$ cat config.mk
export PLATFORM = sky130hd
export DESIGN_NAME = lin_header_regenerating_repeater
export DESIGN_NICKNAME = d
export VERILOG_FILES = /design/src/rtl/lhr_pkg.sv /design/src/rtl/lin_header_regenerating_repeater.sv /design/src/rtl/lhr_parser.sv /design/src/rtl/lhr_out_queue.sv
export SDC_FILE = /design/constraint.sdc
export NUM_CORES = 1
export LEC_CHECK = 0
export BUFFER_PORTS_ARGS = -buffer_cell sky130_fd_sc_hd__buf_4
export CORE_MARGIN = 2
export CORE_UTILIZATION = 50
export CTS_CLUSTER_DIAMETER = 50
export DETAILED_ROUTE_END_ITERATION = 16
export PLACE_DENSITY = 0.7
export SLEW_MARGIN = 25
export SYNTH_ARGS = -nofsm -noshare
export SYNTH_HDL_FRONTEND = slang
export SYNTH_SLANG_ARGS = --single-unit
$ cat constraint.sdc
create_clock -name i_clk -period 7.2 [get_ports i_clk]
set_input_delay 0.72 -clock i_clk [delete_from_list [all_inputs] [get_ports i_clk]]
set_output_delay 0.72 -clock i_clk [all_outputs]
set_load 0.03 [all_outputs]
$ cat src/rtl/lhr_pkg.sv
// ----------------------------------------------------------------------------
// lhr_pkg
// Types and constants shared by the LIN header regenerating repeater.
// ----------------------------------------------------------------------------
package lhr_pkg;

    localparam int FRAME_BUF_BYTES = 20;
    localparam logic [4:0] FRAME_LIMIT =
        5'((FRAME_BUF_BYTES < 31) ? FRAME_BUF_BYTES : 31);

    localparam logic [7:0] SYNC_BYTE = 8'h55;
    localparam logic [7:0] ZERO_BYTE = 8'h00;
    localparam logic [3:0] STRAY_SAT = 4'hF;
    localparam logic [4:0] HEADER_BYTES = 5'd2;

    // Configuration register reset values.
    localparam logic [3:0]  RST_SYNC_MAX   = 4'd3;
    localparam logic [15:0] RST_SYNC_WIN   = 16'd600;
    localparam logic [15:0] RST_BREAK_LEN  = 16'd1500;

    typedef enum logic [2:0] {
        REG_SYNC_MAX     = 3'd0,
        REG_SYNC_WINDOW  = 3'd1,
        REG_BREAK_LEN    = 3'd2,
        REG_MASTER_READY = 3'd3,
        REG_SLAVE_READY  = 3'd4
    } t_reg_index;

    typedef enum logic [2:0] {
        CMD_MASTER_BYTE  = 3'd0,
        CMD_MASTER_BREAK = 3'd1,
        CMD_OVERFLOW     = 3'd2,
        CMD_FRAME_END    = 3'd3,
        CMD_SLAVE_BYTE   = 3'd4
    } t_command;

    typedef enum logic [2:0] {
        ACT_SEND_BREAK   = 3'd0,
        ACT_TO_SLAVE     = 3'd1,
        ACT_TO_MASTER    = 3'd2,
        ACT_FRAME_DONE   = 3'd3,
        ACT_NO_RESPONSE  = 3'd4,
        ACT_RESPONSE     = 3'd5,
        ACT_PARITY_ERROR = 3'd6,
        ACT_SYNC_MISSING = 3'd7
    } t_action;

    typedef enum logic [2:0] {
        PS_IDLE  = 3'd0,
        PS_BREAK = 3'd1,
        PS_SYNC  = 3'd2,
        PS_ID    = 3'd3,
        PS_DATA  = 3'd4
    } t_parse_state;

    typedef struct packed {
        logic [3:0]  sync_max;
        logic [15:0] sync_window;
        logic [15:0] break_len;
        logic        master_ready;
        logic        slave_ready;
    } t_cfg;

    typedef struct packed {
        logic [2:0]  command;
        logic [7:0]  rx_byte;
        logic [31:0] now_us;
    } t_item;

    typedef struct packed {
        logic        last;
        logic [31:0] latency_us;
        logic [4:0]  frame_bytes;
        logic [7:0]  frame_id;
        logic [15:0] break_len_us;
        logic [7:0]  tx_byte;
        logic [2:0]  action;
    } t_result;

endpackage

$ cat src/rtl/lin_header_regenerating_repeater.sv
// ----------------------------------------------------------------------------
// lin_header_regenerating_repeater
// LIN repeater: parses master-side headers, regenerates them on the slave
// side, forwards data bytes and reports frame and response events.
// ----------------------------------------------------------------------------
// An item passes through the input register, then the result queue, whose
// head is the first result beat; a busy queue holds it in the input register.
// Throughput: one item per cycle while each item yields at most one result and
// the output is ready; results (at most three per item) leave one beat at a time.
// Reset is synchronous and active low; it clears parser state, queue count
// and loads the configuration reset values. No clearing pass is needed.
// ----------------------------------------------------------------------------
module lin_header_regenerating_repeater
    import lhr_pkg::*;
(
    input  logic        i_clk,
    input  logic        i_rst_n,
    // Input stream
    input  logic        i_s_axis_tvalid,
    output logic        o_s_axis_tready,
    input  logic [39:0] i_s_axis_tdata,  // rx_byte[7:0], now_us[39:8]
    input  logic [2:0]  i_s_axis_tuser,  // command[2:0]
    // Result stream
    output logic        o_m_axis_tvalid,
    input  logic        i_m_axis_tready,
    output logic [71:0] o_m_axis_tdata,  // tx_byte[7:0], break_len_us[23:8],
                                         // frame_id[31:24], frame_bytes[36:32],
                                         // latency_us[68:37], zero[71:69]
    output logic [2:0]  o_m_axis_tuser,  // action[2:0]
    output logic        o_m_axis_tlast,
    // Configuration port
    input  logic        psel,
    input  logic        penable,
    input  logic        pwrite,
    input  logic [4:0]  paddr,
    input  logic [31:0] pwdata,
    output logic [31:0] prdata,
    output logic        pready
);

    t_cfg          r_cfg;
    t_item         r_in;
    logic          r_in_valid;
    logic          s_accept;
    logic          commit;
    logic          can_load;
    logic          cfg_write;
    t_reg_index    reg_idx;
    logic [1:0]    res_n;
    t_result [2:0] res_set;
    t_result       out_res;

    assign pready    = 1'b1;
    assign reg_idx   = t_reg_index'(paddr[4:2]);
    assign cfg_write = psel && penable && pwrite && pready;

    always_ff @(posedge i_clk) begin
        if (!i_rst_n) begin
            r_cfg.sync_max     <= RST_SYNC_MAX;
            r_cfg.sync_window  <= RST_SYNC_WIN;
            r_cfg.break_len    <= RST_BREAK_LEN;
            r_cfg.master_ready <= 1'b0;
            r_cfg.slave_ready  <= 1'b0;
        end else if (cfg_write) begin
            case (reg_idx)
                REG_SYNC_MAX:     r_cfg.sync_max     <= pwdata[3:0];
                REG_SYNC_WINDOW:  r_cfg.sync_window  <= pwdata[15:0];
                REG_BREAK_LEN:    r_cfg.break_len    <= pwdata[15:0];
                REG_MASTER_READY: r_cfg.master_ready <= pwdata[0];
                REG_SLAVE_READY:  r_cfg.slave_ready  <= pwdata[0];
                default: begin
                end
            endcase
        end
    end

    always_comb begin
        case (reg_idx)
            REG_SYNC_MAX:     prdata = {28'd0, r_cfg.sync_max};
            REG_SYNC_WINDOW:  prdata = {16'd0, r_cfg.sync_window};
            REG_BREAK_LEN:    prdata = {16'd0, r_cfg.break_len};
            REG_MASTER_READY: prdata = {31'd0, r_cfg.master_ready};
            REG_SLAVE_READY:  prdata = {31'd0, r_cfg.slave_ready};
            default:          prdata = '0;
        endcase
    end

    // The input register frees up in the same cycle its item commits.
    assign commit          = r_in_valid && can_load;
    assign o_s_axis_tready = !r_in_valid || commit;
    assign s_accept        = i_s_axis_tvalid && o_s_axis_tready;

    always_ff @(posedge i_clk) begin
        if (!i_rst_n) begin
            r_in_valid <= 1'b0;
        end else if (s_accept) begin
            r_in_valid <= 1'b1;
        end else if (commit) begin
            r_in_valid <= 1'b0;
        end
    end

    always_ff @(posedge i_clk) begin
        if (s_accept) begin
            r_in.command <= i_s_axis_tuser;
            r_in.rx_byte <= i_s_axis_tdata[7:0];
            r_in.now_us  <= i_s_axis_tdata[39:8];
        end
    end

    lhr_parser u_parser (
        .i_clk    (i_clk),
        .i_rst_n  (i_rst_n),
        .i_cfg    (r_cfg),
        .i_item   (r_in),
        .i_commit (commit),
        .o_res_n  (res_n),
        .o_res    (res_set)
    );

    lhr_out_queue u_queue (
        .i_clk      (i_clk),
        .i_rst_n    (i_rst_n),
        .i_load     (commit),
        .i_n        (res_n),
        .i_res      (res_set),
        .o_can_load (can_load),
        .o_valid    (o_m_axis_tvalid),
        .i_ready    (i_m_axis_tready),
        .o_res      (out_res)
    );

    assign o_m_axis_tdata = {3'd0, out_res.latency_us, out_res.frame_bytes,
                             out_res.frame_id, out_res.break_len_us, out_res.tx_byte};
    assign o_m_axis_tuser = out_res.action;
    assign o_m_axis_tlast = out_res.last;

endmodule

$ cat src/rtl/lhr_parser.sv
// ----------------------------------------------------------------------------
// lhr_parser
// Header parser state and the result set produced by one item.
// ----------------------------------------------------------------------------
module lhr_parser
    import lhr_pkg::*;
(
    input  logic                i_clk,
    input  logic                i_rst_n,
    input  t_cfg                i_cfg,
    input  t_item               i_item,
    input  logic                i_commit,
    output logic [1:0]          o_res_n,
    output t_result [2:0]       o_res
);

    t_parse_state r_state, n_state;
    logic [4:0]   r_frame_count, n_frame_count;
    logic [7:0]   r_current_id, n_current_id;
    logic [31:0]  r_break_time, n_break_time;
    logic [3:0]   r_stray_count, n_stray_count;
    logic         r_awaiting, n_awaiting;
    logic         r_resp_seen, n_resp_seen;
    logic [7:0]   r_resp_id, n_resp_id;
    logic [31:0]  r_header_time, n_header_time;

    logic [7:0]  rx;
    logic [31:0] brk_elapsed;
    logic [3:0]  stray_inc;
    logic        stray_ok;
    logic        pid_good;
    logic        p0, p1;
    logic        master_off;
    logic        frame_done;
    logic        resp_missing;
    logic [1:0]  res_n;
    logic [1:0]  last_idx;

    function automatic t_result mk_result(input t_action act, input logic [7:0] txb,
                                          input logic [15:0] blen, input logic [7:0] fid,
                                          input logic [4:0] fbytes, input logic [31:0] lat);
        t_result r;
        r.action       = act;
        r.tx_byte      = txb;
        r.break_len_us = blen;
        r.frame_id     = fid;
        r.frame_bytes  = fbytes;
        r.latency_us   = lat;
        r.last         = 1'b0;
        return r;
    endfunction

    assign rx          = i_item.rx_byte;
    assign brk_elapsed = i_item.now_us - r_break_time;
    assign stray_inc   = (r_stray_count < STRAY_SAT) ? r_stray_count + 4'd1 : r_stray_count;
    assign stray_ok    = (stray_inc <= i_cfg.sync_max)
                      && (brk_elapsed <= {16'd0, i_cfg.sync_window});
    assign p0          = rx[0] ^ rx[1] ^ rx[2] ^ rx[4];
    assign p1          = ~(rx[1] ^ rx[3] ^ rx[4] ^ rx[5]);
    assign pid_good    = (rx[6] == p0) && (rx[7] == p1);
    assign master_off  = (i_item.command <= CMD_FRAME_END) && !i_cfg.master_ready;
    assign frame_done  = (r_state == PS_DATA) && (r_frame_count > HEADER_BYTES);
    assign resp_missing = r_awaiting && !r_resp_seen;

    // Next state of the parser.
    always_comb begin
        n_state       = r_state;
        n_frame_count = r_frame_count;
        n_current_id  = r_current_id;
        n_break_time  = r_break_time;
        n_stray_count = r_stray_count;
        n_awaiting    = r_awaiting;
        n_resp_seen   = r_resp_seen;
        n_resp_id     = r_resp_id;
        n_header_time = r_header_time;
        if (master_off) begin
            n_state       = PS_IDLE;
            n_frame_count = '0;
        end else begin
            case (i_item.command)
                CMD_MASTER_BYTE: begin
                    case (r_state)
                        PS_BREAK: begin
                            if (rx == SYNC_BYTE) begin
                                n_state = PS_SYNC;
                            end else if (rx != ZERO_BYTE) begin
                                n_stray_count = stray_inc;
                                if (!stray_ok) begin
                                    n_state = PS_IDLE;
                                end
                            end
                        end
                        PS_SYNC: begin
                            n_current_id = rx;
                            if (!pid_good) begin
                                n_state = PS_IDLE;
                            end else begin
                                n_frame_count = HEADER_BYTES;
                                n_awaiting    = 1'b1;
                                n_resp_seen   = 1'b0;
                                n_resp_id     = rx;
                                n_header_time = i_item.now_us;
                                n_state       = PS_ID;
                            end
                        end
                        PS_ID, PS_DATA: begin
                            if (r_frame_count < FRAME_LIMIT) begin
                                n_frame_count = r_frame_count + 5'd1;
                            end
                            n_state = PS_DATA;
                        end
                        default: begin
                        end
                    endcase
                end
                CMD_MASTER_BREAK: begin
                    if (resp_missing) begin
                        n_awaiting = 1'b0;
                    end
                    n_state       = PS_BREAK;
                    n_frame_count = '0;
                    n_break_time  = i_item.now_us;
                    n_stray_count = '0;
                end
                CMD_OVERFLOW: begin
                    n_state       = PS_IDLE;
                    n_frame_count = '0;
                end
                CMD_FRAME_END: begin
                    if (frame_done) begin
                        n_state = PS_IDLE;
                    end
                end
                CMD_SLAVE_BYTE: begin
                    if (i_cfg.slave_ready && resp_missing) begin
                        n_resp_seen = 1'b1;
                    end
                end
                default: begin
                end
            endcase
        end
    end

    // Results caused by the item in the input register.
    always_comb begin
        res_n = 2'd0;
        o_res = '0;
        if (!master_off) begin
            case (i_item.command)
                CMD_MASTER_BYTE: begin
                    case (r_state)
                        PS_BREAK: begin
                            if (rx != SYNC_BYTE && rx != ZERO_BYTE && !stray_ok) begin
                                o_res[0] = mk_result(ACT_SYNC_MISSING, '0, '0, '0, '0, '0);
                                res_n    = 2'd1;
                            end
                        end
                        PS_SYNC: begin
                            if (!pid_good) begin
                                o_res[0] = mk_result(ACT_PARITY_ERROR, '0, '0, rx, '0, '0);
                                res_n    = 2'd1;
                            end else begin
                                o_res[0] = mk_result(ACT_SEND_BREAK, '0, i_cfg.break_len,
                                                     '0, '0, '0);
                                o_res[1] = mk_result(ACT_TO_SLAVE, SYNC_BYTE, '0, '0, '0, '0);
                                o_res[2] = mk_result(ACT_TO_SLAVE, rx, '0, '0, '0, '0);
                                res_n    = 2'd3;
                            end
                        end
                        PS_ID, PS_DATA: begin
                            o_res[0] = mk_result(ACT_TO_SLAVE, rx, '0, '0, '0, '0);
                            res_n    = 2'd1;
                        end
                        default: begin
                        end
                    endcase
                end
                CMD_MASTER_BREAK: begin
                    if (frame_done) begin
                        o_res[0] = mk_result(ACT_FRAME_DONE, '0, '0, r_current_id,
                                             r_frame_count, '0);
                        res_n    = 2'd1;
                    end
                    if (resp_missing) begin
                        o_res[res_n] = mk_result(ACT_NO_RESPONSE, '0, '0, r_resp_id, '0, '0);
                        res_n        = res_n + 2'd1;
                    end
                end
                CMD_FRAME_END: begin
                    if (frame_done) begin
                        o_res[0] = mk_result(ACT_FRAME_DONE, '0, '0, r_current_id,
                                             r_frame_count, '0);
                        res_n    = 2'd1;
                    end
                end
                CMD_SLAVE_BYTE: begin
                    if (i_cfg.slave_ready) begin
                        if (resp_missing) begin
                            o_res[0] = mk_result(ACT_RESPONSE, '0, '0, r_resp_id, '0,
                                                 i_item.now_us - r_header_time);
                            o_res[1] = mk_result(ACT_TO_MASTER, rx, '0, '0, '0, '0);
                            res_n    = 2'd2;
                        end else begin
                            o_res[0] = mk_result(ACT_TO_MASTER, rx, '0, '0, '0, '0);
                            res_n    = 2'd1;
                        end
                    end
                end
                default: begin
                end
            endcase
        end
        last_idx = res_n - 2'd1;
        if (res_n != 2'd0) begin
            o_res[last_idx].last = 1'b1;
        end
    end

    assign o_res_n = res_n;

    always_ff @(posedge i_clk) begin
        if (!i_rst_n) begin
            r_state       <= PS_IDLE;
            r_frame_count <= '0;
            r_current_id  <= '0;
            r_break_time  <= '0;
            r_stray_count <= '0;
            r_awaiting    <= 1'b0;
            r_resp_seen   <= 1'b0;
            r_resp_id     <= '0;
            r_header_time <= '0;
        end else if (i_commit) begin
            r_state       <= n_state;
            r_frame_count <= n_frame_count;
            r_current_id  <= n_current_id;
            r_break_time  <= n_break_time;
            r_stray_count <= n_stray_count;
            r_awaiting    <= n_awaiting;
            r_resp_seen   <= n_resp_seen;
            r_resp_id     <= n_resp_id;
            r_header_time <= n_header_time;
        end
    end

`ifndef SYNTHESIS
    a_seen_implies_awaiting: assert property (@(posedge i_clk) disable iff (!i_rst_n)
        r_resp_seen |-> r_awaiting)
        else $error("response marked seen without a pending header");

    a_frame_count_limit: assert property (@(posedge i_clk) disable iff (!i_rst_n)
        r_frame_count <= FRAME_LIMIT)
        else $error("frame byte count beyond buffer limit");

    a_id_state_count: assert property (@(posedge i_clk) disable iff (!i_rst_n)
        (r_state == PS_ID) |-> (r_frame_count == HEADER_BYTES && r_awaiting))
        else $error("header sent but frame count or response flag wrong");
`endif

endmodule

$ cat src/rtl/lhr_out_queue.sv
// ----------------------------------------------------------------------------
// lhr_out_queue
// Holds the up to three results of one item and sends them one beat at a time.
// ----------------------------------------------------------------------------
module lhr_out_queue
    import lhr_pkg::*;
(
    input  logic           i_clk,
    input  logic           i_rst_n,
    input  logic           i_load,
    input  logic [1:0]     i_n,
    input  t_result [2:0]  i_res,
    output logic           o_can_load,
    output logic           o_valid,
    input  logic           i_ready,
    output t_result        o_res
);

    t_result [2:0] r_slot, n_slot;
    logic [1:0]    r_cnt, n_cnt;
    logic          pop;

    assign o_valid    = (r_cnt != 2'd0);
    assign pop        = o_valid && i_ready;
    // A new set may enter once the last beat of the current one leaves.
    assign o_can_load = (r_cnt == 2'd0) || ((r_cnt == 2'd1) && i_ready);
    assign o_res      = r_slot[0];

    always_comb begin
        n_slot = r_slot;
        n_cnt  = r_cnt;
        if (i_load) begin
            n_slot = i_res;
            n_cnt  = i_n;
        end else if (pop) begin
            n_slot[0] = r_slot[1];
            n_slot[1] = r_slot[2];
            n_cnt     = r_cnt - 2'd1;
        end
    end

    always_ff @(posedge i_clk) begin
        if (!i_rst_n) begin
            r_cnt <= 2'd0;
        end else begin
            r_cnt <= n_cnt;
        end
    end

    always_ff @(posedge i_clk) begin
        r_slot <= n_slot;
    end

`ifndef SYNTHESIS
    a_last_on_final: assert property (@(posedge i_clk) disable iff (!i_rst_n)
        o_valid |-> (r_slot[0].last == (r_cnt == 2'd1)))
        else $error("last flag does not match the final queued beat");

    a_load_count: assert property (@(posedge i_clk) disable iff (!i_rst_n)
        i_load |=> (r_cnt == $past(i_n)))
        else $error("queue count differs from the loaded result count");

    a_load_when_free: assert property (@(posedge i_clk) disable iff (!i_rst_n)
        (i_load && i_n != 2'd0) |-> (r_cnt == 2'd0 || pop))
        else $error("result set loaded over pending beats");
`endif

endmodule
# After elaboration in Yosys (flattened, before gate mapping)
# Index checks and enable logic that the tools add are counted.
[totals] out_inout_bits=111 register_bits=397
[op_classes] n_reduce_logical=49 n_bitwise=8 addsub=7 order_cmp=10 muxes=67 n_eq_ne=31
[op_table] operator="$mux W219" count=3
[op_table] operator="$bwmux W219" count=2
[op_table] operator="$mux W146" count=3
[op_table] operator="$pmux W73 S3" count=2
[op_table] operator="$demux W73 S2" count=2
[op_table] operator="$mux W73" count=4
[op_table] operator="$pmux W73 S4" count=1
[op_table] operator="$mux W84" count=2
[op_table] operator="$pmux W73 S2" count=1
[op_table] operator="$pmux W16 S5" count=1
[op_table] operator="$mux W72" count=1
[op_table] operator="$sub A32 B32 Y32" count=2
[op_table] operator="$mux W40" count=1
[op_table] operator="$mux W35" count=1
[op_table] operator="$le A32 B16 Y1" count=1
[op_table] operator="$reduce_and A6 Y1" count=4
[op_table] operator="$mux W2" count=10
[op_table] operator="$pmux W5 S2" count=2
[op_table] operator="$eq A3 B2 Y1 const B" count=6
[op_table] operator="$mux W3" count=6
[op_table] operator="$logic_and A1 B1 Y1" count=16
[op_table] operator="$mux W4" count=4
[op_table] operator="$mux W5" count=3
[op_table] operator="$pmux W3 S4" count=1
[op_table] operator="47 further kinds" count=93

# Longest topological paths before layout
[depth] word_depth=18 mapped_depth=23 depth_no_buf=23

# By module
# Synthesis repeated with hierarchy kept, for this count alone.
[hier_totals] hier_cells=2164 hier_area_um2=22820.6
[by_module_without_submodules] module="lhr_parser" cells_per_inst=1407 instances=1 area_each_um2=10065.9
[by_module_without_submodules] module="lhr_out_queue" cells_per_inst=474 instances=1 area_each_um2=9465.3
[by_module_without_submodules] module="lin_header_regenerating_repeater" cells_per_inst=283 instances=1 area_each_um2=3289.4

# Worst setup path after synthesis
# Ideal clock, no wire load.
[synth_path] path_kind="register to register" startpoint="register r_in[0] in the netlist's numbering" endpoint="register u_queue.r_slot, in the netlist u_queue.o_res[2], data pin" setup_ps=259 t_arrival_ps=4337 setup_slack_ps=2604 path_stages_with_launch=24 synth_period_minus_slack_ps=4596 path_cell_list="edfxtp_1 -> inv_1 -> ha_1 -> fa_1 -> nand2b_1 -> a21o_1 -> a21o_4 -> o22ai_4 -> o21a_1 -> o21ai_0 -> nand2b_1 -> a21oi_1 -> xnor2_1 -> ha_1 -> nand4_1 -> nor3_1 -> a2111o_1 -> o21ai_0 -> o2111ai_1 -> nor4b_2 -> and4_4 -> a21oi_4 -> a2111oi_4 -> o21ai_2"
[synth_rtl] element="from (decl)" line_no="lin_header_regenerating_repeater.sv:42" source="t_item r_in;"
[synth_rtl] element="to (signal assigned)" line_no="lhr_out_queue.sv:51" source="r_slot <= n_slot;"
[synth_rtl] element="to (decl)" line_no="lhr_out_queue.sv:19" source="t_result [2:0] r_slot, n_slot;"

==> key figures <==
Outcome
  – Status: finished, final reports clean

Die
  – Row cnt: 65
  – Die width: between 150 and 200 um
  – Ports: 198
  – Die area: 0.0335 mm^2
  – Starting Density: between 50 and 60%
  – Chip height: 183 um
  – CORE AREA: 0.0316 mm^2

Pwr
  – Seq pwr share: about two fifths
  – Power Density: 252 mW/mm^2
  – Switching share of power: 28.4%
  – Clock power frac: between 30 and 40%
  – Leakage: just under 7 nW
  – Peak VDD IR: 0.163 mV
  – Switching pwr: 1.29 mW
  – Comb power frac: 18.9%
  – Pint: between 3 and 4 mW

Layout
  – Post-route insts no fill: 2271
  – Antenna fix cells: 0
  – Share of cells above drive strength 1: around 14%
  – Final nets: 2021
  – Area grow syn2layout: 12.9%
  – Fillers: ~2800

Clock tree
  – Clock Latency Late Sink: 0.51 ns
  – Cts hold-fix bufs: 0
  – Post_cts resized: 0
  – CTS Buffer Depth: 3
  – CTS sink cnt: between 200 and 300
  – H-tree levels: 2
  – # Post-CTS Setup Buffers: 0
  – CTS tree: built
  – Total CTS buffers: 36
  – CTS clk-pin slew, worst paths: 0.06 ns
  – CTS Root Cell: clkbuf_16

Hold path
  – Worst hold-check path type: primary input to register
  – Hold Path Depth: 1
  – Hold_sp: i_s_axis_tdata[11]
  – Worst hold endpoint: r_in[3]

Global routing
  – Largest net degree at the start of global routing: between 70 and 80
  – Global-route wire length before repair: between 50000 and 60000 um
  – Total grt overflow: 0
  – GRT Total Usage: between 20% and 30%
  – Vias in the first global route: ~12000
  – Initial antenna violation count: 0

Synthesis
  – Post-synth top area share: 27.4%
  – YS warnings: 0
  – Syn Area/Cell: 8.97 um^2
  – Top cells by count, synth: 298 x nand2_1, 181 x a21oi_1, 146 x edfxtp_1
  – Ys flop type: edfxtp_1
  – Fraction of registers with async set/reset: 0%
  – Synthesized cell area: 0.0160 mm^2
  – Synth area leaders: edfxtp_1 27%, dfxtp_1 17%, ha_1 7.1%
  – Synth area leader: edfxtp_1
  – Post-synth EDFFs: 146
  – Post-Syn Instances: around 1800
  – Netlist cell types: 86
  – Count of state elements after synthesis: 281
  – Count leader, synth: nand2_1
  – Seq/Total Area, Yosys: 44.3%

Route
  – Initial drt markers: approximately 840
  – TritonRoute pass-1 iters: 6
  – Post-route DRC: 0
  – Final WL: 36900 um
  – Vias per inst: 5.52
  – Vias: 12500
  – Routed WL per cell: 16.3 um
  – ANT nets after route: 0

STA
  – Fmax achieved: roughly 0.19 GHz
  – RSZ-0062 raised after global routing: no
  – Slew Limit Fails: 0
  – Relative slew slack: 35.8%
  – Clock Skew: 0.0176 ns
  – Setup TNS: 0 ns
  – Final-report hold violation count: 0
  – Setup violations, final: 0
  – Hold slack: 0.379 ns
  – Tmin final: roughly 5.3 ns
  – Final period utilization: 74.1%
  – Least-Margin Pin Slew: just under 1 ns

Job
  – MaxCap Viol Count: 0

Worst setup path
  – Critical R2R Launch: r_in[0]
  – Critical path class: register to register
  – Worst Path Required: about 7.5 ns
  – Worst EP arrival: 5.59 ns
  – Reg2reg setup slack: ~1.9 ns
  – Critical path's slowest cell: fa_1
  – Reg2reg end: u_queue.o_res[2]
  – Worst Path Max Fanout: 7
  – Worst setup SP type: register
  – Critical path endpoint category: register
  – CP Cell Sequence: inv_1, ha_1, fa_1, nand2b_1, a21o_1, a21o_4, o22ai_4, o21a_1, o21ai_0, nand2b_1, a21oi_1, xnor2_1, ha_1, nand4_1, nor3_1, a2111o_1, o21ai_0, o2111ai_1, nor4b_2, and4_4, a21oi_4, a2111oi_4, o21ai_2
  – Slowest stage delay, CP: 0.41 ns
  – Worst R2R Path Depth: 23

Placed design
  – Dpl hpwl: 26800 um
  – Port buffer count: 159
  – GP Congestion: just under 0.9
  – Inst Count DP: 2205
stage by stage:
step / util (%) / cell area (um^2) / total power [mW] / setup WS [ns]
2_1_floorplan: - / 16100 / 2.61 / 2.60
3_3_place_gp: 53.4 / 16800 / 2.78 / 1.97
3_5_place_dp: 53.4 / 16800 / 2.80 / 1.89
4_1_cts: 57.2 / 18100 / 4.59 / 1.87
5_1_grt: 57.3 / 18100 / 4.75 / 1.52
6_report: 57.3 / 18100 / 4.56 / 1.86
routing by layer:
metal / vias up / GRT usage, % / routed length, um / part of all wire (%)
li1: 6236 / - / - / -
met1: 5923 / 26.2 / 15500 / 42
met2: 308 / 40.1 / 18800 / 51
met5: - / 0 / 0 / 0
met4: 0 / 6.53 / 961 / 2.6
met3: 71 / 3.02 / 1640 / 4.4
cell usage in the layout, fill, tap and decap left out, drive strengths merged, types with 11 or more instances in the layout:
cell type  instances
a22o              13
nand3             41
a21oi            183
a21o              33
and3              15
xor2              18
buf              167
ha                91
inv              118
nor3              30
or3               11
a22oi             13
nand4             11
nor2b             16
nand2            298
mux2i             21
nand2b            20
nor2             129
and2              43
xnor2             34
dfxtp            135
clkbuf            49
edfxtp           146
conb              20
o211ai            14
o21ai             54
flip-flops by register name, indices dropped and copies added (netlist names):
| register | cells |
|---|---|
| r_cfg | 38 |
| r_in | 43 |
| r_in_valid | 1 |
| u_parser.r_awaiting | 1 |
| u_parser.r_break_time | 32 |
| u_parser.r_current_id | 8 |
| u_parser.r_frame_count | 5 |
| u_parser.r_header_time | 32 |
| u_parser.r_resp_id | 8 |
| u_parser.r_resp_seen | 1 |
| u_parser.r_state | 3 |
| u_parser.r_stray_count | 4 |
| u_queue.o_res | 73 |
| u_queue.r_cnt | 2 |
| u_queue.r_slot | 30 |
final cells by class:
cell class	instances	area, um^2	area share (%)
multi-input combinational	1240	7580	42.0
sequential	281	7090	39.2
timing repair buffer	167	1250	6.94
clock buffer	49	1020	5.65
tap	402	503	2.78
inverter	115	433	2.40
clock inverter	17	191	1.06
worst max-delay path, delay by kind of cell (launching register included):
kind,cells,cell delay (ns)
XOR/XNOR,1,0.14
AO/OA/AOI/OAI,12,2.43
buffers and inverters,1,0.07
flip-flops,1,0.36
adder cells (fa/ha/maj),3,0.95
AND/OR/NAND/NOR,6,1.15
logic make-up after synthesis:
logic type / share of synthesized area [%]
AOI/OAI and AO/OA: 16.6
buffers and inverters: 8.94
muxes: 1.81
xor gates and xnor gates: 2.89
and+or+nand+nor: 18.1
other: 0.0469
DFF: 44.3
adders and majority gates: 7.36
worst max-delay path by stage:
stage | slack (ns) | startpoint | endpoint
after global placement | 1.97 | r_in[0] | u_queue.o_res[2]
after floorplan | 2.60 | r_in[0] | u_queue.o_res[2]
after detailed placement | 1.89 | r_in[0] | u_queue.o_res[2]
after global routing | 1.52 | r_in[0] | u_queue.o_res[2]
final | 1.86 | r_in[0] | u_queue.o_res[2]
after CTS | 1.87 | r_in[0] | u_queue.o_res[2]
power groups by stage:
stage | registers, mW | clock network, mW | logic [mW]
after floorplan | 1.92 | 0 | 0.696
after global placement | 1.94 | 0 | 0.843
after detailed placement | 1.94 | 0 | 0.858
after CTS | 1.91 | 1.82 | 0.863
after global routing | 1.92 | 1.89 | 0.936
final | 1.91 | 1.79 | 0.861
(Power assumes the default switching activity.)
